## src/rtl/fdl_pkg.sv

```systemverilog
`default_nettype none

package fdl_pkg;

    localparam int SAMPLE_W  = 24;
    localparam int DELAY_W   = 19;
    localparam int APB_W     = 32;
    localparam int APB_AW    = 3;
    localparam int CMD_DEPTH = 4;
    localparam int OUT_DEPTH = 4;
    localparam int OUT_CNT_W = $clog2(OUT_DEPTH + 1);

    // Register byte addresses
    localparam logic [APB_AW-1:0] ADDR_DEFAULT_DELAY = 3'd0;

    typedef enum logic [1:0] {
        ACT_PUSH       = 2'd0,
        ACT_READ_CFG   = 2'd1,
        ACT_READ_GIVEN = 2'd2,
        ACT_CLEAR      = 2'd3
    } t_action;

    typedef enum logic [1:0] {
        CMD_PUSH  = 2'd0,
        CMD_READ  = 2'd1,
        CMD_CLEAR = 2'd2
    } t_cmd_kind;

    typedef struct packed {
        t_cmd_kind                  kind;
        logic signed [SAMPLE_W-1:0] sample;
        logic [DELAY_W-1:0]         delay;
    } t_cmd;

    typedef enum logic [1:0] {
        BK_BOOT  = 2'd0,
        BK_CLEAR = 2'd1,
        BK_RUN   = 2'd2
    } t_back_state;

    typedef struct packed {
        logic boot;
    } t_back_status;

endpackage

`default_nettype wire

```

## src/rtl/fdl_front.sv

```systemverilog
`default_nettype none

module fdl_front #(
    parameter int LINE_LENGTH   = 2048,
    parameter int FRACTION_BITS = 8
) (
    input  wire logic                           i_clk,
    input  wire logic                           i_rst_n,
    // item side
    input  wire logic                           push,
    output logic                                full,
    input  wire logic [1:0]                     i_action,
    input  wire logic signed [fdl_pkg::SAMPLE_W-1:0] i_sample_in,
    input  wire logic [fdl_pkg::DELAY_W-1:0]    i_given_delay,
    // configuration
    input  wire logic                           psel,
    input  wire logic                           penable,
    input  wire logic                           pwrite,
    input  wire logic [fdl_pkg::APB_AW-1:0]     paddr,
    input  wire logic [fdl_pkg::APB_W-1:0]      pwdata,
    output logic [fdl_pkg::APB_W-1:0]           prdata,
    output logic                                pready,
    // command queue
    output logic                                o_cmd_push,
    output fdl_pkg::t_cmd                       o_cmd,
    input  wire logic                           i_cmd_full,
    input  wire fdl_pkg::t_back_status          i_status
);

    import fdl_pkg::*;

    localparam int AW = (LINE_LENGTH > 1) ? $clog2(LINE_LENGTH) : 1;
    localparam int CW = ((AW + FRACTION_BITS > DELAY_W) ? AW + FRACTION_BITS : DELAY_W) + 2;
    localparam logic [CW-1:0] MAX_DELAY = CW'(LINE_LENGTH - 1) << FRACTION_BITS;

    logic [DELAY_W-1:0] r_default_delay, n_default_delay;
    logic [DELAY_W-1:0] wr_delay, given_sat;
    logic               cfg_write;
    t_action            action;

    assign pready    = 1'b1;
    assign cfg_write = psel && penable && pwrite && pready && (paddr == ADDR_DEFAULT_DELAY);

    // Clamp to LINE_LENGTH-1 whole samples
    assign wr_delay  = (CW'(pwdata[DELAY_W-1:0]) > MAX_DELAY) ?
                       MAX_DELAY[DELAY_W-1:0] : pwdata[DELAY_W-1:0];
    assign given_sat = (CW'(i_given_delay) > MAX_DELAY) ?
                       MAX_DELAY[DELAY_W-1:0] : i_given_delay;

    assign n_default_delay = cfg_write ? wr_delay : r_default_delay;

    always_ff @(posedge i_clk) begin
        if (!i_rst_n) begin
            r_default_delay <= '0;
        end else begin
            r_default_delay <= n_default_delay;
        end
    end

    assign prdata = (paddr == ADDR_DEFAULT_DELAY) ? APB_W'(r_default_delay) : '0;

    // Hold off items while the command queue is full or the post-reset sweep runs
    assign full       = i_cmd_full || i_status.boot;
    assign o_cmd_push = push && !full;
    assign action     = t_action'(i_action);

    always_comb begin
        o_cmd.sample = i_sample_in;
        o_cmd.delay  = r_default_delay;
        o_cmd.kind   = CMD_PUSH;
        case (action)
            ACT_PUSH: begin
                o_cmd.kind = CMD_PUSH;
            end
            ACT_READ_CFG: begin
                o_cmd.kind = CMD_READ;
            end
            ACT_READ_GIVEN: begin
                o_cmd.kind  = CMD_READ;
                o_cmd.delay = given_sat;
            end
            ACT_CLEAR: begin
                o_cmd.kind = CMD_CLEAR;
            end
            default: begin
                o_cmd.kind = CMD_CLEAR;
            end
        endcase
    end

endmodule

`default_nettype wire

```

## config.mk

```make
export PLATFORM = sky130hd
export DESIGN_NAME = fdl_front
export DESIGN_NICKNAME = d
export VERILOG_FILES = /design/src/rtl/fdl_pkg.sv /design/src/rtl/fdl_front.sv
export SDC_FILE = /design/constraint.sdc
export NUM_CORES = 1
export LEC_CHECK = 0
export CAP_MARGIN = 20
export CORE_ASPECT_RATIO = 1.5
export CORE_MARGIN = 2
export CORE_UTILIZATION = 40
export DETAILED_ROUTE_END_ITERATION = 8
export DONT_BUFFER_PORTS = 1
export PLACE_DENSITY = 0.58
export REMOVE_ABC_BUFFERS = 1
export SLEW_MARGIN = 10
export SYNTH_ARGS = -nofsm -noshare
export SYNTH_HDL_FRONTEND = slang
export SYNTH_SLANG_ARGS = --single-unit
```

## constraint.sdc

```tcl
create_clock -name i_clk -period 2.3 [get_ports i_clk]
set_input_delay 0 -clock i_clk [delete_from_list [all_inputs] [get_ports i_clk]]
set_output_delay 0 -clock i_clk [all_outputs]
set_load 0.01 [all_outputs]
```

### Word-level counts from Yosys, hierarchy flattened

Index checks and enable logic that the tools add are counted.

* bits in registers: 19
* bits of input ports: 88
* output and inout bits: 80
* logic and storage cells: 20

* $lt $le $gt $ge: 2
* equal/unequal tests: 3
* mux-type cells: 5
* reductions and logical operators: 9

Operator list (number)
* 2-to-1 mux 19 bit: 4
* greater-than comparator 19 bit, second input constant: 2
* one-hot mux 2 bit (3 select lines): 1
* equality test 2 bit, second input constant: 2
* logical AND 1 bit: 4
* logical NOT 3 bit: 1
* equality test 2 x 1 -> 1 bit, second input constant: 1
* logical NOT 2 bit: 1
* OR reduction 2 bit: 1
* logical NOT 1 bit: 1
* logical OR 1 bit: 1

### Longest topological paths before layout

* depth in word-level cells: 3
* depth in mapped cells: 6
* depth with buffers taken out: 4

### Worst setup path before layout

No wires, ideal clock.

* path type: input to register
* from: input port paddr[2] in the netlist's numbering
* to: register r_default_delay[16]
* setup time: 118 ps
* arrival: 813 ps
* data required time: 2182 ps
* setup slack: 1369 ps
* cell stages on the path: 5
* cell sequence: or3_1 buf_2 buf_6 o21ai_1 a21boi_1

* word-level cells in the longest chain between the ends: 2

Ends and longest elaborated chain
* from (decl): line fdl_front.sv:19 `input wire logic [fdl_pkg::APB_AW-1:0] paddr,`
* logical NOT 3 bit: line fdl_front.sv:42 `assign cfg_write = psel && penable && pwrite && pready && (paddr == ADDR_DEFAULT_DELAY);`
* logical AND 1 bit: line fdl_front.sv:42
* to (signal assigned): line fdl_front.sv:56 `r_default_delay <= n_default_delay;`
* to (decl): line fdl_front.sv:36 `logic [DELAY_W-1:0] r_default_delay, n_default_delay;`

Every way passes these cells.
A chain may end at the register's enable or synchronous reset.

### Worst setup path in the final report

* from: input port i_rst_n
* to: register r_default_delay[11]

RTL lines
* from (decl): line fdl_front.sv:8 `input wire logic i_rst_n,`

No word-level cell between the ends.

==> impl_summary.log <==
INFO  metric finalCritPeriodShare = 0.609
INFO  metric finalPower = 0.680 mW
INFO  metric grt_setup_unrepaired = no
INFO  metric worst-setup-path-type = in2reg
INFO  metric placement.setup.worst_slack = 1.09 ns
INFO  metric floorplan.die.height = 79.6 um
INFO  metric power.static_leakage = 0.546 nW
INFO  metric drt_iter0_markers = 12
INFO  metric ys_ff_latch = 19
INFO  metric cts_hold_bufs = 23
INFO  metric number_of_global_route_vias_before_repair = 1287
INFO  metric flip_flop_count_of_the_largest_register_after_layout = 19
INFO  metric hold_path.class = in2out
INFO  metric global_route_wire_length_before_repair = 6350 um
INFO  metric die-width = 54.4 um
INFO  metric highest_achievable_clock_rate = 714 MHz
INFO  metric path_cells = dlygate4sd3_1 -> a21boi_0 -> dlygate4sd3_1
INFO  metric core_area = 0.00365 mm^2
INFO  metric library_cell_with_the_largest_summed_area_after_synthesis = dfxtp_1
INFO  metric p_per_area = 433 mW/mm^2
INFO  metric timing_hold_violations_final = 0
INFO  metric worstSetupEndpointType = register
INFO  metric mapped_avg_cell_area = 7.81 um^2
INFO  metric worstPathArrival = 1.60 ns
INFO  metric clock_net_sink_count = 19
INFO  metric crit_path_start_kind = primary input
INFO  metric critical-path-top-delay-family = buffers and inverters
INFO  metric via_per_inst = 5.64
INFO  metric global_route.overflow_total = 0
INFO  metric wl = 4340 um
INFO  metric regMostFlops = r_default_delay
INFO  metric status = completed
INFO  metric yosysWarnings = 0
INFO  metric finalCriticalPeriod = 1.40 ns
INFO  metric cap_viol_max_count = 0
INFO  metric post_synth_top_area_share = 0.250
INFO  metric post_synth_main_area_contributors = dfxtp_1, buf_4, mux2_2, nand4_1, nand3_1
INFO  metric tightest_slew = 0.695 ns
INFO  metric fin_ws = 0.899 ns
INFO  metric drt_first_pass_iters = 3
INFO  metric clock_tree.root_cell = clkbuf_8
INFO  metric clockBufferDepth = 2
INFO  metric required_time_of_the_worst_setup_path = 2.50 ns
INFO  metric total_vias_in_the_final_route = 1287
INFO  metric number_of_buffers_and_inverters_on_the_critical_path = 2
INFO  metric path_common_cell = dlygate4sd3_1
INFO  metric maxSlewHeadroom = 0.537
INFO  metric die-area = 0.00433 mm^2
INFO  metric avgRoutedWirePerCell = 19.0 um
INFO  metric ios = 168
INFO  metric clock_tree_from_tritoncts = built
INFO  metric post_cts.repair.setup_buffers = 0
INFO  metric fin_skew = 0 ns
INFO  metric layout-drive-gt1-share = 0.114
INFO  metric total_track_usage = 0.204
INFO  metric area_growth = 3.04%
INFO  metric cts-buffers-inserted = 3
INFO  metric nNetsFinal = 276
INFO  metric highest_fanout_seen_on_the_critical_path = 16
INFO  metric yosysSeqAreaShare = 0.250
INFO  metric dp.final_hpwl = 3280 um
INFO  metric maximum_vdd_drop = 330 uV
INFO  metric critical-path-max-stage-delay = 0.84 ns
INFO  metric rows = 27
INFO  metric cpMaxStageDelayCell = dlygate4sd3_1
INFO  metric biggestRegsByFlops = r_default_delay: 19 flops
INFO  metric path_clk_slew = 0.07 ns
INFO  metric globalplace.congestion = 0.730
INFO  metric start_util = 0.417
INFO  metric fin_tns_setup = 0 ns
INFO  metric synth_area = 0.00152 mm^2
INFO  metric setup_violations = 0
INFO  metric final.fill_count = 383
INFO  metric netlist-cell-type-count = 26
INFO  metric final_max_slew_viol_count = 0
INFO  metric grt_max_degree = 21
INFO  metric h-tree-depth = 1
INFO  metric synth_cells = 195
INFO  metric clk-insertion-delay-late = 0.25 ns
INFO  metric antennaDiodeCount = 0
INFO  metric drc = 0
INFO  metric ant_nets = 0
INFO  metric numPortBuffers = 0
INFO  metric cts_repair_resize_count = 0
INFO  metric grt_antenna_before_repair = 0
[layer usage]
layer | vias to the layer above | track usage | share of wire
met5 | - | 0.0606 | 0
met4 | 0 | 0.0525 | 0.0048
met3 | 2 | 0.0824 | 0.12
met2 | 108 | 0.317 | 0.47
met1 | 576 | 0.250 | 0.40
li1 | 601 | - | -
[logic make-up (layout without fill, tap and decap cells)]
family,Yosys count,count (layout),synth area share
AO/OA/AOI/OAI,39,39,0.177
adder cells (fa/ha/maj),2,2,0.0164
buffers and inverters,62,40,0.256
flip-flops,19,19,0.250
multiplexers,11,11,0.0813
other,2,14,0.00493
AND/OR/NAND/NOR,60,60,0.214
[Yosys cell counts]
library cell	instances
a21boi_0	6
o22ai_1	8
inv_1	11
buf_2	6
buf_6	1
or2_2	1
clkbuf_1	5
nor2_1	9
nand4_1	12
and3_1	1
o21ai_1	2
conb_1	2
nor3_2	3
or3_1	1
nand2_1	8
mux2_2	11
a21boi_1	5
ha_1	2
dfxtp_1	19
o21ai_0	9
buf_1	1
o2bb2ai_1	8
and2_1	11
nand3_1	14
buf_4	38
a21boi_2	1
[final timing paths]
path,from,endpoint,slack (ns),cells after the start
hold reg to reg,r_default_delay[4],r_default_delay[4],0.47,1
setup reg to reg,r_default_delay[11],r_default_delay[11],1.11,3
setup / recovery,i_rst_n,r_default_delay[11],0.90,3
hold / removal,i_sample_in[8],o_cmd[27],0.00009,0
[final cells by class]
type / count / area, um^2 / area share
clock buffers: 4 / 45.0 / 0.0287
inverters: 11 / 41.3 / 0.0263
multi-input cells: 126 / 803 / 0.512
flip-flops and latches: 19 / 380 / 0.242
well taps: 43 / 53.8 / 0.0343
repair buffers: 25 / 245 / 0.156
[cells in the final DEF (no fill, tap or decap), drive strengths merged]
| master | n |
|---|---|
| nand4 | 12 |
| nor2 | 9 |
| and2 | 11 |
| dfxtp | 19 |
| conb | 14 |
| or3 | 1 |
| o21ai | 11 |
| clkbuf | 4 |
| nor3 | 3 |
| ha | 2 |
| a21boi | 12 |
| dlygate4sd3 | 23 |
| or2 | 1 |
| o22ai | 8 |
| and3 | 1 |
| buf | 2 |
| mux2 | 11 |
| o2bb2ai | 8 |
| nand3 | 14 |
| inv | 11 |
| nand2 | 8 |
[report_power, final]
part	leakage [nW]	internal, mW	total, mW	switching, mW
combinational	0.370	0.0486	0.116	0.0674
clock	0.0228	0.123	0.231	0.108
sequential	0.153	0.331	0.333	0.00148
total	0.546	0.503	0.680	0.177
[per-stage QoR]
stage / cells / hold slack [ns] / utilization / instance area (um^2)
3_5_place_dp: 201 / 0.000101 / 0.355 / 1290
6_report: 228 / 0.0000854 / 0.430 / 1570
5_1_grt: 228 / 0.0000758 / 0.430 / 1570
2_1_floorplan: 156 / 0 / - / 1220
4_1_cts: 228 / 0.000101 / 0.430 / 1570
3_3_place_gp: 201 / 0.000101 / 0.355 / 1290
[worst reg2reg max path, stage by stage, from the launching register on]
cell and delay, ns:
dfxtp_1 0.34, o21ai_0 0.08, a21boi_0 0.17, dlygate4sd3_1 0.55
Power figures use the tool's default switching activity.
