`src/rtl/fdl_fifo.sv`:
```
`default_nettype none

module fdl_fifo #(
    parameter int WIDTH = 8,
    parameter int DEPTH = 4
) (
    input  wire logic                         i_clk,
    input  wire logic                         i_rst_n,
    input  wire logic                         i_push,
    input  wire logic [WIDTH-1:0]             i_data,
    output logic                              o_full,
    input  wire logic                         i_pop,
    output logic [WIDTH-1:0]                  o_data,
    output logic                              o_empty,
    output logic [$clog2(DEPTH+1)-1:0]        o_count
);

    localparam int PW = (DEPTH > 1) ? $clog2(DEPTH) : 1;
    localparam int CW = $clog2(DEPTH + 1);

    logic [WIDTH-1:0] r_mem [DEPTH];
    logic [PW-1:0]    r_wr_ptr, n_wr_ptr;
    logic [PW-1:0]    r_rd_ptr, n_rd_ptr;
    logic [CW-1:0]    r_count, n_count;
    logic             do_push, do_pop;

    assign o_full  = (r_count == CW'(DEPTH));
    assign o_empty = (r_count == '0);
    assign o_count = r_count;
    assign o_data  = r_mem[r_rd_ptr];

    assign do_push = i_push && !o_full;
    assign do_pop  = i_pop && !o_empty;

    always_comb begin
        n_wr_ptr = r_wr_ptr;
        n_rd_ptr = r_rd_ptr;
        n_count  = r_count;
        if (do_push) begin
            n_wr_ptr = (r_wr_ptr == PW'(DEPTH - 1)) ? '0 : r_wr_ptr + PW'(1);
        end
        if (do_pop) begin
            n_rd_ptr = (r_rd_ptr == PW'(DEPTH - 1)) ? '0 : r_rd_ptr + PW'(1);
        end
        case ({do_push, do_pop})
            2'b10:   n_count = r_count + CW'(1);
            2'b01:   n_count = r_count - CW'(1);
            default: n_count = r_count;
        endcase
    end

    always_ff @(posedge i_clk) begin
        if (!i_rst_n) begin
            r_wr_ptr <= '0;
            r_rd_ptr <= '0;
            r_count  <= '0;
        end else begin
            r_wr_ptr <= n_wr_ptr;
            r_rd_ptr <= n_rd_ptr;
            r_count  <= n_count;
        end
    end

    always_ff @(posedge i_clk) begin
        if (do_push) begin
            r_mem[r_wr_ptr] <= i_data;
        end
    end

endmodule

`default_nettype wire

```
`config.mk`:
```
export PLATFORM = sky130hd
export DESIGN_NAME = fdl_fifo
export DESIGN_NICKNAME = d
export VERILOG_FILES = /design/src/rtl/fdl_fifo.sv
export SDC_FILE = /design/constraint.sdc
export NUM_CORES = 1
export LEC_CHECK = 0
export BUFFER_PORTS_ARGS = -buffer_cell sky130_fd_sc_hd__buf_2
export CORE_MARGIN = 2
export CORE_UTILIZATION = 35
export CTS_CLUSTER_SIZE = 24
export DETAILED_ROUTE_END_ITERATION = 12
export PLACE_DENSITY_LB_ADDON = 0.1
export SLEW_MARGIN = 20
export SYNTH_ARGS = -nofsm -noshare
export SYNTH_HDL_FRONTEND = slang
export SYNTH_SLANG_ARGS = --single-unit
export TNS_END_PERCENT = 1
```
`constraint.sdc`:
```
create_clock -name i_clk -period 2.6 [get_ports i_clk]
set_clock_uncertainty 0.15 [all_clocks]
set_input_delay 0.13 -clock i_clk [delete_from_list [all_inputs] [get_ports i_clk]]
set_output_delay 0.13 -clock i_clk [all_outputs]
set_load 0.02 [all_outputs]
```
Word level (Yosys, flattened, before mapping)
Memory sizes are Yosys's and may differ from the RTL's. A register that Yosys moved wholly into a read port is not among the register bits. Index checks and enable logic that the tools add are counted.

Add/sub/neg operators: 4. Eq/ne operators: 5. Multiplexer cells: 7. Reduce and logical (&&, ||, !) cells: 6.

Operators with widths (count): two-way mux 2 bit (4); equality test 2 bit, second input constant (3); case mux 3 bit (2 select lines) (1); adder 2 x 1 -> 2 bit, second input constant (2); adder 3 x 1 -> 3 bit, second input constant (1); equality test 3 bit, second input constant (1); zero test 3 bit (1); subtractor 3 x 1 -> 3 bit, second input constant (1); equality test 2 x 1 -> 1 bit, second input constant (1); logical AND 1 bit (2); zero test 1 bit (2); two-way mux 1 bit (2); nonzero test 2 bit (1).

Register bits: 7. Bits in writable memories: 32. Bits of input ports: 12. Output and inout bits: 13. Logic and storage cells: 26. Memories kept: 1.

Memory list: r_mem (words 4, width 8, read ports 1, clocked after memory_dff 1, wr ports 1, RTL line 21) `logic [WIDTH-1:0] r_mem [DEPTH];`.

Longest topological paths before layout
Gate-level depths: netlist (run 1).

Depth in word-level cells: 5. Mapped depth: 10. Mapped depth without buffers: 9.

Least setup slack after synthesis (run 1)
No wires, ideal clock.

Path type: reg-to-reg. Start point: register r_count[2], in the netlist o_count[2]. End point: register r_count[2], in the netlist o_count[2]. Library setup time: 0.076 ns. Data arrival time: 2.339 ns. Data required time: 2.374 ns. Slack: 0.035 ns. Stages on the path, launching flop included: 11. Buffers on the path: 1. Period minus slack after synthesis: 2.565 ns. Cells stage by stage: dfxtp_1 -> nor3b_2 -> nor2b_1 -> buf_2 -> inv_1 -> ha_1 -> inv_1 -> fa_1 -> xor2_1 -> or3_1 -> a21boi_0.

Word-level cells in the longest chain between the ends: 5. Elaborated cells on any way between the ends: 12. Those cells by class: 2 x add/sub; 3 x eq/ne; 1 x mux; 6 x reduce/logical.

RTL lines: from (decl) (RTL line 24) `logic [CW-1:0] r_count, n_count;`; from (signal assigned) (RTL line 60) `r_count <= n_count;`; equality test 3 bit * (RTL line 27) `assign o_full = (r_count == CW'(DEPTH));`; net o_full (RTL line 11) `output logic o_full,`; zero test 1 bit * (RTL line 32) `assign do_push = i_push && !o_full;`; logical AND 1 bit * (RTL line 32); equality test 2 x 1 -> 1 bit / equality test 2 bit (equally long branches) (RTL line 45) `case ({do_push, do_pop})`; case mux 3 bit (2 select lines) / nonzero test 2 bit (equally long branches).

Mark *: on every way through the listed nets, which the timed path passes. The rest lies on a longest branch. A chain may end at the register's enable or synchronous reset.

Final worst setup path (run 1)
Start point: register r_count[2], in the netlist o_count[2]. End point: register r_count[2], in the netlist o_count[2].

Word-level cells in the longest chain between the ends: 5. Elaborated cells on any way between the ends: 12. Those cells by class: 2 x add/sub; 3 x eq/ne; 1 x mux; 6 x reduce/logical.

RTL lines (RTL line): equality test 3 bit / zero test 3 bit (equally long branches) (27, 28); zero test 1 bit (on tied branches) (32, 33); logical AND 1 bit (on tied branches) (32, 33); equality test 2 x 1 -> 1 bit / equality test 2 bit (equally long branches) (45); case mux 3 bit (2 select lines) / nonzero test 2 bit (equally long branches).

Several ways; a longest one is shown, not always the timed one.

==> metrics.md, run 1 <==
| Metric | Value |
|---|---|
| Placed cell count | `roughly 170` |
| Syn_nets | `117` |
| Syn avg cell area | `about 17 um2` |
| Site Rows | `24` |
| Post-synth ARST share | `0%` |
| CP Max Fanout | `7` |
| 1st-pass router iterations | `4` |
| Fin worst setup slack | `0.2290 ns` |
| Max Slew Vio Count | `0` |
| Placer Congestion | `0.6854` |
| CTS H-tree depth | `2` |
| Lkg Pwr | `~0.00073 uW` |
| Most common cell on crit path | `inv_1` |
| Fraction of layout cells with a size suffix above 1 | `between 20% and 30%` |
| Post-synth EDFFs | `32` |
| Post-DP Area | `around 1800 um2` |
| Vias in the first global route | `910` |
| Hold Path Depth | `2` |
| CORE AREA | `approximately 4400 um2` |
| N_diodes | `0` |
| Status | `finished, final reports clean` |
| Fmax | `between 400 and 500 MHz` |
| Post-CTS setup buffers | `0` |
| Clk buf depth | `2` |
| Setup Crit Path Kind | `flip-flop to flip-flop` |
| Peak supply drop | `0.3607 mV` |
| # IOs | `25` |
| Fin. Hold Viols | `0` |
| Clock root buffer | `clkbuf_8` |
| Clock Latency Late Sink | `approximately 0.28 ns` |
| Initial antenna violation count | `0` |
| Setup crit end kind | `flip-flop` |
| Mapped Cells | `slightly below 100` |
| Top cell type's share of synthesized area | `between 50% and 60%` |
| Post-DRT Antenna Nets | `0` |
| RSZ-0062 raised after global routing | `false` |
| Final instance count without filler cells | `~190` |
| Warnings, synthesis | `0` |
| 1st-iter DRT viols | `between 40 and 50` |
| Drt drc | `0` |
| Maximum Capacitance Violations | `0` |
| Hpwl dp | `~1.8 mm` |
| CP required | `2.66 ns` |
| IO Port Bufs | `24` |
| Netlist cell types | `22` |
| Die ar. | `roughly 5300 um2` |
| GRT overflow | `0` |
| R2r startpoint | `o_count[2]` |
| Crit-path cells | `nor3b_2, nor2b_1, inv_1, ha_1, inv_1, fa_1, xor2_1, or3_1, a21boi_0` |
| Crit path DAT | `~2.4 ns` |
| Post-layout nets | `153` |
| Seq/Total Area, Yosys | `a little over two thirds` |
| PD cells | `roughly 890 nW/um2` |
| First-pass GRT wire length | `~4.4 mm` |
| Area contributors post-synth | `edfxtp_1 58%, dfxtp_1 11%, mux4_2 11%` |
| Worst slew margin | `60.98%` |
| Worst path slowest cell | `dfxtp_1` |
| Setup TNS | `0 ns` |
| Largest net degree at the start of global routing | `12` |
| TritonCTS clock tree | `built` |
| Vias/cell | `4.717` |
| Total track usage | `approximately 11%` |
| Mapped cell area | `between 1500 and 2000 um2` |
| Synth area leader | `edfxtp_1` |
| Post-route cell area | `1979 um2` |
| Total Routed Length | `between 2 and 3 mm` |
| Chip Height | `72.54 um` |
| Fin crit period | `2.371 ns` |
| Crit start category | `flip-flop` |
| Min-Delay Endpoint | `o_count[2]` |
| Fin crit share | `between 90% and 100%` |
| Hold Startpoint | `i_rst_n` |
| Synth Register Bits | `41` |
| Commonest cells in the netlist | `32 x edfxtp_1, 9 x dfxtp_1, 8 x mux4_2` |
| Initial core utilization | `a little under two fifths` |
| Tightest Hold Check Type | `input port to flip-flop` |
| Via count | `approximately 880` |
| Die X | `72.54 um` |
| Drt wl/cell | `13.73 um` |
| Place WS | `around 0.29 ns` |
| Worst R2R End | `o_count[2]` |
| Clock sinks | `between 40 and 50` |
| Flop2flop setup slack | `between 0.2 and 0.25 ns` |
| Clk pin slew, worst setup/hold paths | `approximately 0.070 ns` |
| Core Util, Final | `44.54%` |
| Slew of the pin with the lowest slew margin | `between 0.5 and 0.6 ns` |
| CP peak stage delay | `~0.42 ns` |
| # setup viols final | `0` |
| Total CTS buffers | `5` |
| Most frequent cell after synthesis | `edfxtp_1` |
| R2R depth | `9` |
| Layout area overhead | `20.40%` |
| Most used DFF post-synth | `edfxtp_1` |
## cell usage in the layout (no fill, tap or decap), types with 2 or more instances in the layout
master         instances
edfxtp_1              32
buf_2                 24
dfxtp_1                9
mux4_2                 8
dlygate4sd3_1          8
inv_1                  7
nand2_1                7
and2_1                 6
ha_1                   6
clkbuf_8               5
o21ai_0                4
clkbuf_1               3
nor2_1                 2
mux2i_1                2
nand3_1                2
## repair_timing
item / in CTS / in global routing
resized for setup: 0 / 0
endpoints found under the setup margin: 0 / 0
endpoints found under the hold margin: 32 / 0
hold buffers: 8 / 0
## kinds of logic after synthesis
logic type / synth area share [%]
and+or+nand+nor: 6.774
xor gates and xnor gates: 1.066
AOI/OAI and AO/OA: 2.131
adders and majority gates: 5.784
buffers and inverters: 2.664
DFF: 69.41
muxes: 12.18
## where the power goes
group	leakage, uW	switching (uW)	internal, uW
registers	0.000367	87.2	801
clock network	0.0000395	187	190
logic	0.000325	268	235
total	0.000732	542	1230
## state kept, by name, indices dropped and copies added, names as in the netlist, named ones only
register and flops:
r_mem 32, r_wr_ptr 2, o_count 3, r_rd_ptr 2
## worst max path at each step
stage | from | end
after floorplan | o_count[2] | o_count[2]
after global placement | o_count[2] | o_count[2]
after detailed placement | o_count[2] | o_count[2]
after CTS | o_count[2] | o_count[2]
after global routing | o_count[2] | o_count[2]
final | o_count[2] | o_count[2]
## routing by layer
metal / vias up / wire length, um / global-route usage [%]
li1: 432 / - / -
met1: 421 / 1132 / 13.39
met2: 24 / 1257 / 18.89
met3: 5 / 128 / 4.167
met4: 0 / 49 / 4.321
met5: - / 0 / 0
## critical path: cells and delay by family (launching register included)
family                     cells  cell delay, ns
adders and majority gates      2            0.56
buffers and inverters          2            0.14
DFF                            1            0.42
and+or+nand+nor                3            0.68
xor gates and xnor gates       1            0.16
AOI/OAI and AO/OA              1            0.17
## layout make-up
cell class / instances / area [um2]
Sequential cell: 41 / 1141
Clock buffer: 8 / 80.08
Tap cell: 52 / 65.06
Inverter: 7 / 26.28
Multi-Input combinational cell: 46 / 459.2
Fill cell: 411 / 2465
Timing Repair Buffer: 33 / 207.7
## stage by stage
stage | power (uW) | hold slack, ns
finish | 1768 | 0.04490
global route | 1884 | 0.04200
detailed placement | 1405 | 0.1972
floorplan | 1247 | 0.07887
CTS | 1798 | 0.03758
global placement | 1398 | 0.1914
No activity file was read; power rests on OpenSTA's default activity.
==> run 2, diff against run 1 <==
Settings changed: PLACE_DENSITY from default to 0.58, PLACE_DENSITY_LB_ADDON 0.1 to default.
==> metrics.md, run 2 (synthesis gave the netlist of run 1 again) <==
| Metric | Value |
|---|---|
| Cts hold-fix bufs | `8 (unchanged)` |
| N_diodes | `0 (unchanged)` |
| Drt wl/cell | `14.82 um (+7.9%)` |
| Initial antenna violation count | `0 (unchanged)` |
| Fin crit period | `2.326 ns (-0.04493 ns)` |
| Fraction of layout cells with a size suffix above 1 | `28.89% (unchanged)` |
| Total CTS buffers | `5 (unchanged)` |
| CP required | `2.66 ns (about the same)` |
| Max Slew Vio Count | `0 (unchanged)` |
| Clk pin slew, worst setup/hold paths | `0.07 ns (about the same)` |
| Die ar. | `5261 um2 (unchanged)` |
| Largest net degree at the start of global routing | `12 (unchanged)` |
| Post-layout nets | `153 (unchanged)` |
| Clock root buffer | `clkbuf_8` |
| Vias/cell | `4.802 (+1.8%)` |
| Clk buf depth | `2 (unchanged)` |
| Hpwl dp | `1.920 mm (+7.4%)` |
| Tightest Hold Check Type | `input port to flip-flop` |
| First-pass GRT wire length | `4.485 mm (+3.0%)` |
| CP Max Fanout | `7 (unchanged)` |
| Fill cell count | `407 (-0.97%)` |
| Die X | `72.54 um (unchanged)` |
| CTS H-tree depth | `2 (unchanged)` |
| Setup Crit Path Kind | `flip-flop to flip-flop` |
| Commonest non-fill, non-tap cells in the layout | `32 x edfxtp_1, 24 x buf_2, 9 x dfxtp_1` |
| RSZ-0062 raised after global routing | `false` |
| Slew of the pin with the lowest slew margin | `0.5677 ns (-0.01685 ns)` |
| Worst slew margin | `62.10% (+1.1 points)` |
| Total track usage | `11.68% (+0.34 points)` |
| Worst R2R End | `o_count[2]` |
| Status | `finished, final reports clean` |
| Total Routed Length | `2.771 mm (+7.9%)` |
| Flop2flop setup slack | `0.27 ns (+0.04 ns)` |
| TritonCTS clock tree | `built` |
| 1st-iter DRT viols | `47 (+12%)` |
| Commonest non-fill, non-tap cell in the layout | `edfxtp_1` |
| Site Rows | `24 (unchanged)` |
| End point of the critical path | `o_count[2]` |
| Core Util, Final | `44.54% (unchanged)` |
| Number of flip-flops in the largest register | `32 (unchanged)` |
| R2R depth | `9 (unchanged)` |
| Via count | `898 (+1.8%)` |
| R2r startpoint | `o_count[2]` |
| CORE AREA | `4444 um2 (unchanged)` |
| Vias in the first global route | `1000 (+9.9%)` |
| Maximum Capacitance Violations | `0 (unchanged)` |
| Layout area overhead | `20.40% (unchanged)` |
| PD cells | `901.8 nW/um2 (+0.94%)` |
| Lkg Pwr | `0.0007315 uW (unchanged)` |
| Hold Startpoint | `i_rst_n` |
| # setup viols final | `0 (unchanged)` |
| Fin. Hold Viols | `0 (unchanged)` |
| Clock sinks | `41 (unchanged)` |
| Fin crit share | `89.46% (-1.7 points)` |
| Post-DRT Antenna Nets | `0 (unchanged)` |
| Fmax | `429.9 MHz (+1.9%)` |
| Clock Latency Late Sink | `0.28 ns (about the same)` |
| IO Port Bufs | `24 (unchanged)` |
| Drt drc | `0 (unchanged)` |
| Post-CTS setup buffers | `0 (unchanged)` |
| GRT overflow | `0 (unchanged)` |
| Setup crit end kind | `flip-flop` |
| Crit start category | `flip-flop` |
| Post-CTS Resized | `0 (unchanged)` |
| # IOs | `25 (unchanged)` |
| Initial core utilization | `36.99% (unchanged)` |
| Most flops, register | `r_mem` |
| Placer Congestion | `0.7475 (+9.1%)` |
| Peak supply drop | `0.3508 mV (-2.7%)` |
| Chip Height | `72.54 um (unchanged)` |
| Setup TNS | `0 ns (unchanged)` |
| 1st-pass router iterations | `4 (unchanged)` |
| Crit path DAT | `2.39 ns (-0.04 ns)` |
| CP Launch Point | `o_count[2]` |
-- run 2: cell counts in the layout (fill, tap and decap cells not counted) --
Identical to the previous run, type by type.
-- run 2: critical path, stage by stage (launching register included) --
cell	delay [ns]
dfxtp_1	0.41
nor3b_2	0.22
nor2b_1	0.14
inv_1	0.08
ha_1	0.17
inv_1	0.06
fa_1	0.38
xor2_1	0.17
or3_1	0.31
a21boi_0	0.17
-- run 2: per-stage QoR --
step,setup WS [ns],instance area (um2),std cells,hold slack (ns),power (uW)
floorplan,0.03542,1644,98,0.07887,1247
global route,0.06357,1979,187,0.06470,1889
detailed placement,0.2847,1819,171,0.1983,1415
finish,0.2739,1979,187,0.04976,1785
CTS,0.2673,1979,187,0.04656,1810
global placement,0.4213,1819,171,0.1902,1394
-- run 2: layout make-up --
cell class	instances	area [um2]	area share [%]
multi-input combinational	46	459.2	23.20
tap	52	65.06	3.287
inverter	7	26.28	1.327
timing repair buffer	33	207.7	10.49
sequential	41	1141	57.65
clock buffer	8	80.08	4.046
-- run 2: how the worst min path moves through the flow --
stage | end | slack [ns] | cells past startpoint
6_report | o_count[2] | 0.05 | 2
5_1_grt | o_count[2] | 0.06 | 2
4_1_cts | o_count[2] | 0.05 | 2
3_5_place_dp | r_mem[2][5] | 0.20 | 1
3_3_place_gp | r_mem[3][5] | 0.19 | 1
2_1_floorplan | r_mem[0][0] | 0.08 | 0
-- run 2: power by group --
group | total, uW | switching (uW) | internal [uW]
combinational | 509 | 274 | 235
sequential | 889 | 88.0 | 801
clock | 387 | 196 | 191
-- run 2: routing by layer --
metal	GRT usage, %	wire length (um)	vias to the layer above
li1	-	-	433
met1	13.25	1219	444
met2	20.20	1414	15
met3	3.750	91	6
met4	4.938	45	0
met5	0	0	-
